--- src/rtl/core/rmst_ram.sv ---
`default_nettype none

module rmst_ram #(
   parameter int WIDTH = 8,
   parameter int DEPTH = 16
) (
   input  wire logic                     clock,
   input  wire logic                     wr_en,
   input  wire logic [$clog2(DEPTH)-1:0] wr_addr,
   input  wire logic [WIDTH-1:0]         wr_data,
   input  wire logic                     rd_en,
   input  wire logic [$clog2(DEPTH)-1:0] rd_addr,
   output      logic [WIDTH-1:0]         rd_data
);

   logic [WIDTH-1:0] mem_ff [DEPTH];
   logic [WIDTH-1:0] rd_data_ff;

   always_ff @(posedge clock) begin
      if (wr_en) begin
         mem_ff[wr_addr] <= wr_data;
      end
      if (rd_en) begin
         rd_data_ff <= mem_ff[rd_addr];
      end
   end

   assign rd_data = rd_data_ff;

endmodule

`default_nettype wire

--- config.mk ---
export PLATFORM = sky130hd
export DESIGN_NAME = rmst_ram
export DESIGN_NICKNAME = d
export VERILOG_FILES = /design/src/rtl/core/rmst_ram.sv
export SDC_FILE = /design/constraint.sdc
export NUM_CORES = 1
export LEC_CHECK = 0
export BUFFER_PORTS_ARGS = -buffer_cell sky130_fd_sc_hd__buf_2
export CORE_ASPECT_RATIO = 0.7
export CORE_MARGIN = 8
export CORE_UTILIZATION = 50
export DETAILED_ROUTE_END_ITERATION = 12
export PLACE_DENSITY = 0.67
export SYNTH_ARGS = -nofsm -noshare
export SYNTH_HDL_FRONTEND = slang
export SYNTH_SLANG_ARGS = --single-unit
export TNS_END_PERCENT = 5
--- constraint.sdc ---
create_clock -name clock -period 4.95 [get_ports clock]
set_input_delay 0.99 -clock clock [delete_from_list [all_inputs] [get_ports clock]]
set_output_delay 0.99 -clock clock [all_outputs]
set_load 0.1 [all_outputs]
Word level (Yosys, flattened, before mapping)
Memory sizes are Yosys's and may differ from the RTL's. A register that Yosys moved wholly into a read port is not among the register bits.
Cells that the tools add are included.

word-level totals
  logic and storage cells = 3
  bits in latches = 0
  output and inout bits = 8
  register bits after elaboration = 0
  memories = 1
  ROM bits = 0
  memory bits (writable) = 128

memory list
  name    depth  width  rd ports  clocked after Yosys merged registers in  wr ports  RTL line  source
  mem_ff  16     8      1         1                                        1         16        logic [WIDTH-1:0] mem_ff [DEPTH];

operators by class
  reductions and logical operators = 0
  order comparisons = 0
  divide/modulo/power cells = 0
  multiply operators = 0
  shift-type cells = 0
  bitwise logic cells = 0
  mux-type cells = 2
  $add $sub $neg = 0
  equal/unequal tests = 0

operator list
  kind     count
  $mux W1  2

Longest topological paths before layout
  word-level depth = 2
  gate-level depth with buffers = 5

Worst setup path before layout
OpenSTA, ideal clock, no wires.

  path type = input -> register
  start point = input port wr_addr[2]
  end point = memory mem_ff[0][0], enable pin
  slack = 2.467 ns
  arrival = 2.100 ns
  required time = 4.567 ns
  buffers on the path = 0
  stages on the path = 2
  path through = or3b_2 nor3_1

RTL lines
  what             RTL line  source
  start, declared  9         input wire logic [$clog2(DEPTH)-1:0] wr_addr,
  end, declared    16

No word-level cell before the write port.

==> impl_metrics.yaml <==
sta:
  slew-limit-headroom: 0.2900
  skew_ps: 4.910
  max_freq_ghz: 0.3729
  setup_viol: 0
  slew_violations: 0
  rsz0062_at_grt: "false"
  period_share: 0.5418
  fin_crit_ps: 2682
  tns_ps: 0
  hold_violations: 0
  tightest_slew_ps: 1065
cts:
  cts-buffers-inserted: 17
  cts.sink_count: 136
  clock-root-buffer: "clkbuf_16"
  cts_max_level: 4
  cts-resized-gates: 0
  holdBufCountCts: 0
  cts_tree: "built"
  clk_pin_slew_ps: 60
  cts_buffer_depth: 2
  clkLatencyLatePin_ps: 410
  postCtsSetupBuffers: 0
route:
  totalWireLength_um: 10170
  avgViaCountPerCell: 5.840
  drt_iter0_drc: 195
  drc: 0
  first_pass_iters: 4
  wl_per_cell_um: 24.68
  dr_total_vias: 2406
  postRouteAntennaNets: 0
floorplan:
  rows: 31
  ioPinCount: 27
  coreArea_um2: 10280
  die_y_um: 101.6
  fp.dieW_um: 138.2
  die-area_um2: 14040
  start_util: 0.5086
power:
  peakVddDrop_v: 0.0002564
  power.density_nw_per_um2: 466.0
  internal_power_uw: 2281
  power_frac_clock: 0.488
  seqPwrFrac: 0.457
  p_comb_frac: 0.055
  leakagePower_uw: 0.002053
  p_sw_uw: 571.3
  switching_share: 0.2003
cells_and_area:
  antenna_cells: 0
  final_cell_mix: "edfxtp_1, buf_2, mux4_2"
  drive_gt1_frac: 0.2786
  mostFrequentLayoutCell: "edfxtp_1"
  fin_nets: 287
  final_util: 0.5955
  syn_to_final_growth_pct: 17.09
place:
  port-buffer-count: 26
  dp_hpwl_um: 6352
  gp_congestion: 0.7368
logic_synthesis:
  synthesis.nets: 248
  yosysSeqAreaShare: 0.7812
  synth_cell_types: 18
  syn_inst: 229
  syn_avg_cell_area_um2: 22.83
  synth_area_um2: 5228
  ys_warn_count: 0
  synth-seq-cells: 136
worst_setup_path:
  cp_data_required_time_ps: 5100
  cp-start-kind: "primary input"
  worstSetupPathType: "primary input to flop"
  worstSetupEndpointType: "flop"
  rr_worst_depth: 3
  cp_max_fo: 32
  cp_data_arrival_time_ps: 2830
global_route:
  grt_pass1_vias: 2448
  grt_antenna_before_repair: 0
  grt_max_degree: 33
  grt_pass1_wl_um: 15190
  track_usage: 0.1536
  grt_overflow: 0
status:
  status: "finished, final reports clean"
hold_path:
  hold_depth: 3
  hold_path.class: "flop to flop"
job:
  cap_violations: 0
[path summary, 6_finish.rpt]
kind / slack, ps / startpoint / endpoint
setup reg to reg: 3470 / mem_ff[7][0]$_DFFE_PP_ / rd_data[0]$_DFFE_PP_
setup / recovery: 2270 / rd_addr[0] / rd_data[5]$_DFFE_PP_
hold / removal: 760 / mem_ff[7][3]$_DFFE_PP_ / rd_data[3]$_DFFE_PP_
hold reg to reg: 760 / mem_ff[7][3]$_DFFE_PP_ / rd_data[3]$_DFFE_PP_
[routing by layer]
layer / wire, um / part of all wire / track usage
met4: 114 / 0.011 / 0.06489
met5: 0 / 0 / 0
met2: 4513 / 0.44 / 0.2181
met1: 4991 / 0.49 / 0.2155
met3: 550 / 0.054 / 0.04824
[worst max-delay path, cell delays in order]
cell and delay (ps):
buf_2 790, mux4_1 660, a22oi_1 240, nand2_1 120
[layout make-up]
class / instances / area (um^2)
fill: 713 / 4158
sequential: 136 / 4084
multi-input combinational: 83 / 1057
clock buffer: 17 / 425.4
clock inverter: 14 / 229.0
tap: 132 / 165.2
timing repair buffer: 30 / 160.2
[synthesized netlist by cell type]
master	number	area share
nand3b_1	2	0.0029
mux4_2	18	0.078
nor2_1	13	0.0093
mux4_1	14	0.070
nor3_1	4	0.0038
and2_1	1	0.0012
buf_2	3	0.0029
clkdlybuf4s25_2	3	0.0057
edfxtp_1	136	0.78
buf_4	1	0.0014
nand2_1	9	0.0065
or3b_2	1	0.0017
nand2b_1	2	0.0024
nor2b_1	1	0.0012
and2b_1	1	0.0014
buf_6	3	0.0065
nand3_1	1	0.00096
a22oi_1	16	0.023
[power by group through the flow]
stage | registers (uW) | clock network [uW] | logic [uW]
after floorplan | 1370 | 0 | 65.5
after global placement | 1330 | 0 | 156
after detailed placement | 1330 | 0 | 158
after CTS | 1300 | 1410 | 159
after global routing | 1310 | 1460 | 165
final | 1300 | 1390 | 157
[sequential cells by signal (all words and copies together) (netlist names)]
signal,flops
rd_data,8
mem_ff,128
[cell families (layout without fill, tap and decap cells)]
family	count (synthesis)	in the layout	share of synthesized area
DFF	136	136	0.7812
AOI/OAI and AO/OA	16	16	0.02298
muxes	32	32	0.1479
and+or+nand+nor	35	35	0.03136
buffers and inverters	10	61	0.01651
[metrics by stage]
step / setup WS (ps) / total power [uW] / area [um^2] / hold WS (ps) / instances
final: 2268 / 2852 / 6121 / 762.0 / 412
after global routing: 2172 / 2932 / 6121 / 777.0 / 412
after CTS: 2237 / 2872 / 6121 / 759.9 / 412
after detailed placement: 1801 / 1486 / 5466 / 746.2 / 381
after global placement: 1818 / 1483 / 5466 / 735.3 / 381
after floorplan: 2467 / 1433 / 5228 / 704.8 / 229
Note: power is estimated with default switching activity, not from simulation.
